**config.mk**
```make
export PLATFORM = sky130hd
export DESIGN_NAME = cmrt_div
export DESIGN_NICKNAME = d
export VERILOG_FILES = /design/src/design/cmrt_pkg.sv /design/src/design/cmrt_div.sv
export SDC_FILE = /design/constraint.sdc
export NUM_CORES = 1
export LEC_CHECK = 0
export BUFFER_PORTS_ARGS = -buffer_cell sky130_fd_sc_hd__buf_2
export CAP_MARGIN = 5
export CELL_PAD_IN_SITES_DETAIL_PLACEMENT = 0
export CELL_PAD_IN_SITES_GLOBAL_PLACEMENT = 1
export CORE_ASPECT_RATIO = 1.2
export CORE_MARGIN = 4
export CORE_UTILIZATION = 44
export CTS_CLUSTER_SIZE = 25
export DETAILED_ROUTE_END_ITERATION = 6
export PLACE_DENSITY = 0.87
export SLEW_MARGIN = 5
export SYNTH_ARGS = -nofsm -noshare
export SYNTH_HDL_FRONTEND = slang
export SYNTH_SLANG_ARGS = --single-unit
```
**constraint.sdc**
```tcl
create_clock -name clk -period 5.6 [get_ports clk]
set_input_delay 1.12 -clock clk [delete_from_list [all_inputs] [get_ports clk]]
set_output_delay 1.12 -clock clk [all_outputs]
set_load 0.03 [all_outputs]
```
**src/design/cmrt_pkg.sv**
```systemverilog
// Shared widths, configuration codes and the multiply-accumulate control
// and result types of the Catmull-Rom curve tessellator. No dependencies.
package cmrt_pkg;

	// Coordinate and parameter widths.
	localparam int COORD_W = 32;
	localparam int SEG_W   = 6;
	localparam int T_W     = 17;
	localparam int CNT_W   = $clog2(T_W);
	localparam int T2_W    = 33;
	localparam int T3_W    = 49;

	// Shared multiplier operand and product widths.
	localparam int MA_W    = 34;
	localparam int MB_W    = 26;
	localparam int PROD_W  = MA_W + MB_W;

	// Parameter t runs from zero to this value (1.0 in Q1.16).
	localparam logic [T_W-1:0] T_ONE = 17'h10000;

	// Configuration port.
	localparam int CFG_IDX_W = 2;
	localparam logic [CFG_IDX_W-1:0] CFG_SMOOTH   = 2'd0;
	localparam logic [CFG_IDX_W-1:0] CFG_SEGMENTS = 2'd1;
	localparam logic [SEG_W-1:0]     SEG_RESET    = 6'd8;

	// Control travelling with each product through the multiply stage.
	typedef struct packed {
		logic       vld;
		logic       first;
		logic       last;
		logic [1:0] idx;
	} mac_ctl_t;

	// Finished coordinate from the accumulator.
	typedef struct packed {
		logic                      vld;
		logic [1:0]                idx;
		logic signed [COORD_W-1:0] coord;
	} mac_res_t;

endpackage

```
**src/design/cmrt_div.sv**
```systemverilog
// Bit-serial restoring divider that splits 1.0 (Q1.16) by the segment count
// into the per-step quotient and remainder. Depends on cmrt_pkg.
module cmrt_div (
	input  logic                       clk,
	input  logic                       arst_n,
	input  logic                       start,
	input  logic [cmrt_pkg::SEG_W-1:0] divisor,
	output logic                       done,
	output logic [cmrt_pkg::T_W-1:0]   quo,
	output logic [cmrt_pkg::SEG_W-1:0] rem
);
	import cmrt_pkg::*;

	logic             busy_q;
	logic             done_q;
	logic [CNT_W-1:0] cnt_q;
	logic [SEG_W-1:0] dvs_q;
	logic [SEG_W-1:0] rem_q;
	logic [T_W-1:0]   quo_q;
	logic [SEG_W:0]   trial;
	logic [SEG_W:0]   diff;
	logic             ge;

	// One quotient bit per cycle, most significant first.
	always_comb begin
		trial = {rem_q, T_ONE[cnt_q]};
		ge    = trial >= {1'b0, dvs_q};
		diff  = trial - {1'b0, dvs_q};
	end

	// Step counter and completion pulse.
	always_ff @(posedge clk or negedge arst_n) begin
		if (!arst_n) begin
			busy_q <= 1'b0;
			done_q <= 1'b0;
			cnt_q  <= '0;
		end else begin
			done_q <= 1'b0;
			if (start) begin
				busy_q <= 1'b1;
				cnt_q  <= CNT_W'(T_W - 1);
			end else if (busy_q) begin
				if (cnt_q == '0) begin
					busy_q <= 1'b0;
					done_q <= 1'b1;
				end else begin
					cnt_q <= cnt_q - 1'b1;
				end
			end
		end
	end

	// Partial remainder and quotient shift register.
	always_ff @(posedge clk) begin
		if (start) begin
			dvs_q <= divisor;
			rem_q <= '0;
			quo_q <= '0;
		end else if (busy_q) begin
			rem_q <= ge ? diff[SEG_W-1:0] : trial[SEG_W-1:0];
			quo_q <= {quo_q[T_W-2:0], ge};
		end
	end

	assign done = done_q;
	assign quo  = quo_q;
	assign rem  = rem_q;

endmodule

```
==> flow_metrics.env <==
export IMPL_status="completed"
export IMPL_fp_dieW_um=63.9
export IMPL_clock_sinks=36
export IMPL_h_tree_depth=2
export IMPL_ys_flop_type="dfxtp_1"
export IMPL_fin_util_pct=53.6
export IMPL_async_reset_ff_share_pct=19.4
export IMPL_synth_fa_ha_area_share_pct=7.27
export IMPL_fin_skew_ns=0.00454
export IMPL_ys_warn_count=0
export IMPL_core_area_um2=3630
export IMPL_die_y_um=75.1
export IMPL_gp_congestion=0.762
export IMPL_die_area_um2=4800
export IMPL_slew_viol_final=0
export IMPL_initialDrtViolationCount=34
export IMPL_hold_slack_ns=0.512
export IMPL_drive_gt1_share_pct=21.6
export IMPL_root_buffer="clkbuf_8"
export IMPL_min_delay_start="quo[16]$_SDFFE_PP0P_"
export IMPL_final_common_cell="nor2_1"
export IMPL_drt_pass1_iter_count=4
export IMPL_synth_distinct_cells=33
export IMPL_leakage_nw=1.02
export IMPL_ff_latch_area_um2=816
export IMPL_wl_per_cell_um=12.2
export IMPL_antenna_cells=0
export IMPL_syn_inst=160
export IMPL_power_mw=1.01
export IMPL_setup_viol=0
export IMPL_cp_max_fo=6
export IMPL_synthXorXnorAreaFrac_pct=3.18
export IMPL_regToRegStartpoint="cnt_q[0]$_DFFE_PN0P_"
export IMPL_drt_wl_total_um=3010
export IMPL_hold_class="reg -> reg"
export IMPL_finalSetupTns_ns=0
export IMPL_vias=1206
export IMPL_grt_pass1_wl_um=5250
export IMPL_ant_nets=0
export IMPL_cp_arrival_ns=2.27
export IMPL_crit_path_start="cnt_q[0]$_DFFE_PN0P_"
export IMPL_synth_simple_area_share_pct=13.8
export IMPL_antenna_found_initial=0
export IMPL_initial_core_util_pct=45.5
export IMPL_crit_type="reg -> reg"
export IMPL_nFillCells=337
export IMPL_rsz0062_at_grt="no"
export IMPL_grt_max_degree=39
export IMPL_ctsHoldBuffers=0
export IMPL_synth_compound_area_share_pct=10.2
export IMPL_multiInputGateArea_um2=768
export IMPL_viasPerCell=4.90
export IMPL_synth_mux_area_share_pct=12.1
export IMPL_ios=33
export IMPL_io_buffers=32
export IMPL_synth_top_family_by_area="simple AND/OR/NAND/NOR gates"
export IMPL_drv_cap=0
export IMPL_track_usage_pct=14.2
export IMPL_clockBufferDepth=2
export IMPL_r2r_setup_slack_ns=3.47
export IMPL_remaining_drc_errors=0
export IMPL_syn_num_nets=178
export IMPL_tightest_slew_ns=0.925
export IMPL_cts_setup_buffers=0
export IMPL_worstPathRequired_ns=5.74
export IMPL_relSlewSlack_pct=37.5
export IMPL_ctsResizeCount=0
export IMPL_area_growth_pct=18.0
export IMPL_fin_crit_sh_pct=38.0
export IMPL_grt_overflow=0
export IMPL_syn_area_per_cell_um2=10.3
export IMPL_max_freq_ghz=0.470
export IMPL_seq_area_frac_synth_pct=49.4
export IMPL_cts_reportedPaths_clkPinSlew_ns=0.06
export IMPL_syn_cell_area_um2=1650
export IMPL_cts_tree="done"
export IMPL_finalHoldViolCount=0
export IMPL_row_count=24
export IMPL_synth_seq_cells=36
export IMPL_post_route_min_period_ns=2.13
export IMPL_final_nets=211
export IMPL_vdd_drop_max_mv=0.252
export IMPL_grt_pass1_vias=1178
export IMPL_powerDensity_nw_per_um2=517
export IMPL_clk_latency_ns=0.28
export IMPL_dp_final_hpwl_um=2210
export IMPL_worstSetupStartpointType="flip-flop"
export IMPL_layout_common_cells="nor2_1, buf_2, dfxtp_1, mux2i_1, inv_1"
export IMPL_cp_end_kind="flip-flop"
export IMPL_cts_buffers=5
export IMPL_synth_edf_count=6
==> stage by stage <==
stage	area [um2]	worst slack [ns]	std cells
3_3_place_gp	1860	3.40	238
4_1_cts	1950	3.45	246
6_report	1950	3.47	246
3_5_place_dp	1860	3.38	238
5_1_grt	1950	3.29	246
2_1_floorplan	1650	3.50	160
==> sequential cells by signal (all words and copies together) (netlist names) <==
register,flops
quo,17
dvs_q,6
rem,6
cnt_q,5
busy_q,1
done,1
==> final cells by class <==
| class | count | area share, % |
|---|---|---|
| Sequential cell | 36 | 41.9 |
| Tap cell | 52 | 3.34 |
| Multi-Input combinational cell | 106 | 39.4 |
| Inverter | 11 | 2.12 |
| Timing Repair Buffer | 33 | 8.61 |
| Clock buffer | 8 | 4.62 |
==> power breakdown <==
group / switching, mW / internal (mW) / total [mW]
Sequential: 0.0432 / 0.314 / 0.357
Clock: 0.0845 / 0.100 / 0.185
Combinational: 0.269 / 0.196 / 0.466
Total: 0.397 / 0.610 / 1.01
==> synth_stat cells (4+ instances only) <==
cell      instances  area (um2)
a211oi_1          4        30.0
dfxtp_1          23         460
dfrtp_1           7         175
edfxtp_1          6         180
a21oi_1           5        25.0
ha_1              8         100
clkbuf_1          4        15.0
inv_1            11        41.3
mux2i_1          20         200
nor2_1           33         124
==> worst paths after layout <==
kind                                        endpoint  cells after the start
worst max-delay path            cnt_q[2]$_DFFE_PN0P_                      7
worst min-delay path            quo[16]$_SDFFE_PP0P_                      2
worst max register to register  cnt_q[2]$_DFFE_PN0P_                      7
worst min register to register  quo[16]$_SDFFE_PP0P_                      2
max in group asynchronous       cnt_q[2]$_DFFE_PN0P_                      1
min in group asynchronous       cnt_q[0]$_DFFE_PN0P_                      1
==> per-layer routing <==
| layer | track usage (%) | routed length (um) | share of wire [%] |
|---|---|---|---|
| met3 | 4.33 | 146 | 4.8 |
| met4 | 7.67 | 64 | 2.1 |
| met1 | 16.4 | 1310 | 43 |
| met5 | 0 | 0 | 0 |
| met2 | 23.8 | 1490 | 50 |
==> cells by family (layout without fill, tap and decap cells) <==
logic type / count (synthesis) / in the layout
multiplexers: 20 / 20
AO/OA/AOI/OAI: 21 / 21
adder cells (fa/ha/maj): 9 / 9
flip-flops: 36 / 36
buffers and inverters: 18 / 52
AND/OR/NAND/NOR: 50 / 50
XOR/XNOR: 6 / 6
==> worst max-delay path: stages, from the launching register on <==
cell     delay (ns)
dfrtp_1        0.38
inv_1          0.09
ha_1           0.18
inv_1          0.06
o41ai_1        0.85
or2_2          0.25
xor2_1         0.14
nor2_1         0.05
No activity file was read; power rests on OpenSTA's default activity.
