### src/design/cmrt_pkg.sv
// Shared widths, configuration codes and the multiply-accumulate control
// and result types of the Catmull-Rom curve tessellator. No dependencies.
package cmrt_pkg;

	// Coordinate and parameter widths.
	localparam int COORD_W = 32;
	localparam int SEG_W   = 6;
	localparam int T_W     = 17;
	localparam int CNT_W   = $clog2(T_W);
	localparam int T2_W    = 33;
	localparam int T3_W    = 49;

	// Shared multiplier operand and product widths.
	localparam int MA_W    = 34;
	localparam int MB_W    = 26;
	localparam int PROD_W  = MA_W + MB_W;

	// Parameter t runs from zero to this value (1.0 in Q1.16).
	localparam logic [T_W-1:0] T_ONE = 17'h10000;

	// Configuration port.
	localparam int CFG_IDX_W = 2;
	localparam logic [CFG_IDX_W-1:0] CFG_SMOOTH   = 2'd0;
	localparam logic [CFG_IDX_W-1:0] CFG_SEGMENTS = 2'd1;
	localparam logic [SEG_W-1:0]     SEG_RESET    = 6'd8;

	// Control travelling with each product through the multiply stage.
	typedef struct packed {
		logic       vld;
		logic       first;
		logic       last;
		logic [1:0] idx;
	} mac_ctl_t;

	// Finished coordinate from the accumulator.
	typedef struct packed {
		logic                      vld;
		logic [1:0]                idx;
		logic signed [COORD_W-1:0] coord;
	} mac_res_t;

endpackage

### src/design/cmrt_mac.sv
// Shared signed multiplier with a registered product, followed by the
// accumulator that rounds and saturates each coordinate. Depends on cmrt_pkg.
module cmrt_mac (
	input  logic                            clk,
	input  logic                            arst_n,
	input  cmrt_pkg::mac_ctl_t              ctl,
	input  logic signed [cmrt_pkg::MA_W-1:0] op_a,
	input  logic signed [cmrt_pkg::MB_W-1:0] op_b,
	output logic signed [cmrt_pkg::PROD_W-1:0] prod,
	output cmrt_pkg::mac_res_t              res
);
	import cmrt_pkg::*;

	localparam logic signed [PROD_W-1:0] RND_HALF = 60'sd8388608;
	localparam logic signed [PROD_W-1:0] SAT_MAX  = 60'sd2147483647;
	localparam logic signed [PROD_W-1:0] SAT_MIN  = -60'sd2147483648;

	logic signed [PROD_W-1:0] prod_s1;
	mac_ctl_t                 ctl_s1;
	logic signed [PROD_W-1:0] acc_q;
	logic signed [PROD_W-1:0] base;
	logic signed [PROD_W-1:0] sum;
	logic signed [PROD_W-1:0] shr;

	// Product register; the control tag is registered alongside it.
	always_ff @(posedge clk) begin
		prod_s1 <= op_a * op_b;
	end

	always_ff @(posedge clk or negedge arst_n) begin
		if (!arst_n) begin
			ctl_s1 <= '0;
		end else begin
			ctl_s1 <= ctl;
		end
	end

	// Accumulate the weighted control points of one coordinate.
	always_comb begin
		base = ctl_s1.first ? '0 : acc_q;
		sum  = base + prod_s1;
		shr  = (sum + RND_HALF) >>> 24;
	end

	always_ff @(posedge clk) begin
		if (ctl_s1.vld) begin
			acc_q <= sum;
		end
	end

	// Round to Q16.16 and clamp to the signed 32-bit range.
	always_comb begin
		res.vld = ctl_s1.vld & ctl_s1.last;
		res.idx = ctl_s1.idx;
		if (shr > SAT_MAX) begin
			res.coord = SAT_MAX[COORD_W-1:0];
		end else if (shr < SAT_MIN) begin
			res.coord = SAT_MIN[COORD_W-1:0];
		end else begin
			res.coord = shr[COORD_W-1:0];
		end
	end

	assign prod = prod_s1;

endmodule
### config.mk
export PLATFORM = sky130hd
export DESIGN_NAME = cmrt_mac
export DESIGN_NICKNAME = d
export VERILOG_FILES = /design/src/design/cmrt_pkg.sv /design/src/design/cmrt_mac.sv
export SDC_FILE = /design/constraint.sdc
export NUM_CORES = 2
export LEC_CHECK = 0
export BUFFER_PORTS_ARGS = -buffer_cell sky130_fd_sc_hd__clkbuf_2
export CELL_PAD_IN_SITES_DETAIL_PLACEMENT = 1
export CELL_PAD_IN_SITES_GLOBAL_PLACEMENT = 1
export CORE_MARGIN = 1
export CORE_UTILIZATION = 55
export CTS_CLUSTER_DIAMETER = 120
export CTS_CLUSTER_SIZE = 12
export DETAILED_ROUTE_END_ITERATION = 10
export PLACE_DENSITY = 0.95
export SKIP_CTS_REPAIR_TIMING = 1
export SLEW_MARGIN = 20
export SYNTH_ARGS = -nofsm -noshare
export SYNTH_HDL_FRONTEND = slang
export SYNTH_SLANG_ARGS = --single-unit
### constraint.sdc
create_clock -name clk -period 10.2 [get_ports clk]
set_input_delay 2.04 -clock clk [delete_from_list [all_inputs] [get_ports clk]]
set_output_delay 2.04 -clock clk [all_outputs]
set_load 0.005 [all_outputs]
==> results.md <==
* Critical path's slowest cell: sky130_fd_sc_hd__fa_1
* Worst reg-to-reg path cell count at 12
* Vias in the first global route at 39726
* Final estimated routing congestion in global placement at 1.02
* Vias/cell at 6.40
* Number of I/O port buffers at 161
* Avg Cell Area, Syn at 9.10 um2
* Slew headroom at 0.311
* Cell types with the largest area share after synthesis: sky130_fd_sc_hd__fa_1 (45%), sky130_fd_sc_hd__inv_1 (8.6%), sky130_fd_sc_hd__ha_1 (6.9%)
* Critical Path AT at 10.31 ns
* Kind of start point of the critical path: input pin
* Share of layout cells above drive strength 1 at 0.0830
* Detail Route Antenna Nets at 0
* Category of cells accounting for the largest share of critical-path delay: adder cells
* Sequential area share after synthesis at 0.0779
* Number of distinct library cell variants in the gate-level netlist after synthesis at 103
* Placement row count at 98
* Detailed-routing iteration count for the pre-antenna-repair pass at 8
* Cell count of the worst hold path at 1
* Fraction of synthesis flops using an asynchronous set or reset pin at 0.0400
* Hold Crit Class: reg2reg
* Buffer and inverter count on the worst path at 6
* Overall routing resource usage at 0.444
* Pins Over Slew Limit at 0
* Worst-path clk slew at 0.06 ns
* Skew-Pair Late Insertion Delay at 0.46 ns
* Critical-path maximum fanout at 24
* Buffer levels on the longest clock path at 2
* Height of the chip at 272 um
* Total cell area at the placement stage at 41800 um2
* Clock skew at 0.0150 ns
* Number of register bits inferred by synthesis at 125
* Critical register-to-register path startpoint: ctl_s1[3]
* H-tree levels at 4
* Antenna violations before repair at 9
* Summed instance area of the synthesized netlist at 40200 um2
* Count of final setup violators at 0
* Area Growth Syn to Fin at 5.64%
* Total negative setup slack at 0 ns
* TritonCTS clock tree: yes
* Core area at 71900 um2
* Fraction of the cycle the final worst path needs at 0.980
* Number of synthesis warnings at 0
* CTS Root Cell: sky130_fd_sc_hd__clkbuf_16
* Global route overflow at 0
* Critical Path End Type: flip-flop
* Core occupancy in the finished layout at 0.591
* Worst setup path category: in2reg
* Reg-to-reg setup timing slack at 5.01 ns
* Post-Route Hold Slack at 0.729 ns
* Die span in x at 272 um
* Highest clock frequency the design can meet at 0.100 GHz
* Count of flip-flops with a built-in enable after synthesis at 60
* Portion of synthesized cell area occupied by the leading cell type at 0.450
* Global-route wire length before repair at 244000 um
* Clock tree sinks at 125
* Outcome: complete, no violations
* Measured slew at the worst slew-check pin at 1.03 ns
* Final Cell Area at 42400 um2
* Placed wire-length estimate after detailed placement at 133000 um
* Dominant cell type by count on the critical path: sky130_fd_sc_hd__fa_1
* Hold EP: acc_q[1]
* Count of boundary I/O pins at 162
* Startpoint of the lowest-slack hold path: prod[1]
* Drc violations at 0
* Most frequently used flop master after synthesis: sky130_fd_sc_hd__edfxtp_1
* Starting utilization of the core area at 0.559
* Area enclosed by the die boundary at 74100 um2
* Clock buffer count from CTS at 17
* Average wire per cell in the routed design at 29.8 um
* Endpoint of the lowest-slack register-to-register path: acc_q[59]
* Post-Route WL at 162000 um
* Total of max-cap violations at 0
* Number of hold-slack violations in the final timing report at 0
* Fin nets at 5651
* Req. time, crit path at 10.51 ns
* Minimum clock period at 9.99 ns
* Commonest cells in the synthesized netlist: sky130_fd_sc_hd__inv_1 (920), sky130_fd_sc_hd__fa_1 (903), sky130_fd_sc_hd__nand2_1 (581)
* Largest area contributor in the netlist: sky130_fd_sc_hd__fa_1
* Routed via count at 34726
* Post-Syn Instances at 4414
* Pin count of the biggest net entering global routing at 62
* Synthesized net count at 5606
* Starting DRT DRC Count at 3672
* Unrepaired setup endpoints after global routing: false
* Most numerous cell in the Yosys netlist: sky130_fd_sc_hd__inv_1
* Max incr delay on CP at 0.72 ns
cells in the final DEF, fill, tap and decap left out, types with 42 or more instances in the layout:
cell type                  synthesis  final
sky130_fd_sc_hd__clkbuf_2          0    161
sky130_fd_sc_hd__nor3_1           43     43
sky130_fd_sc_hd__and2_1          385    385
sky130_fd_sc_hd__nor2_1          135    135
sky130_fd_sc_hd__inv_1           920    920
sky130_fd_sc_hd__buf_4             7     77
sky130_fd_sc_hd__edfxtp_1         60     60
sky130_fd_sc_hd__a21o_1           68     68
sky130_fd_sc_hd__nand4_1          44     44
sky130_fd_sc_hd__xor2_1           42     42
sky130_fd_sc_hd__nor2b_1          75     75
sky130_fd_sc_hd__o21ai_0          63     63
sky130_fd_sc_hd__xnor2_1          87     87
sky130_fd_sc_hd__nand3_1          42     42
sky130_fd_sc_hd__nand2_1         581    581
sky130_fd_sc_hd__ha_1            222    222
sky130_fd_sc_hd__a21oi_1         124    124
sky130_fd_sc_hd__fa_1            903    903
sky130_fd_sc_hd__dfxtp_1          60     60
stage by stage:
step                instances  worst slack, ns
finish                   5429            0.205
global route             5426            0.116
CTS                      5421            0.474
detailed placement       5389           0.0108
global placement         5389            0.648
floorplan                4414             1.22
per-layer routing:
layer	routed length, um	up-vias	share of wire	global-route usage
li1	-	13539	-	-
met1	54300	17501	0.34	0.510
met2	74500	2731	0.46	0.711
met3	18800	949	0.12	0.131
met4	13900	6	0.086	0.313
met5	74	-	0.00046	0
state kept, by name, summed over array words and instances (netlist names):
signal  count
prod       60
acc_q      60
ctl_s1      3
res         2
worst max path at each step:
stage             start        to  cells after the start
5_1_grt         op_a[8]  prod[59]                     28
3_3_place_gp    op_b[6]  prod[59]                     27
3_5_place_dp    op_b[8]  prod[59]                     26
6_report       op_b[11]  prod[59]                     26
2_1_floorplan   op_b[5]  prod[59]                     28
4_1_cts         op_b[8]  prod[59]                     26
kinds of logic (layout without fill, tap and decap cells):
| family | count (synthesis) | after routing | synth area share |
|---|---|---|---|
| compound gates | 489 | 489 | 0.0883 |
| xor+xnor | 129 | 129 | 0.0281 |
| fa+ha+maj | 1125 | 1125 | 0.519 |
| buf+inv | 1134 | 1192 | 0.109 |
| flops | 125 | 125 | 0.0779 |
| mux | 6 | 6 | 0.00149 |
| other cells | 0 | 7 | 0 |
| simple gates | 1406 | 1406 | 0.176 |
area by class of cell:
| class | count | area (um2) |
|---|---|---|
| well taps | 950 | 1190 |
| diodes | 7 | 17.5 |
| clock inverters | 11 | 78.8 |
| inverters | 920 | 3450 |
| clock buffers | 21 | 482 |
| repair buffers | 240 | 1430 |
| fillers | 8276 | 29400 |
| multi-input cells | 3155 | 32700 |
| flip-flops and latches | 125 | 3130 |
Power is left out: the tool's default activity adds up to more than one toggle a clock period on the data nets, which glitch-free logic cannot reach.
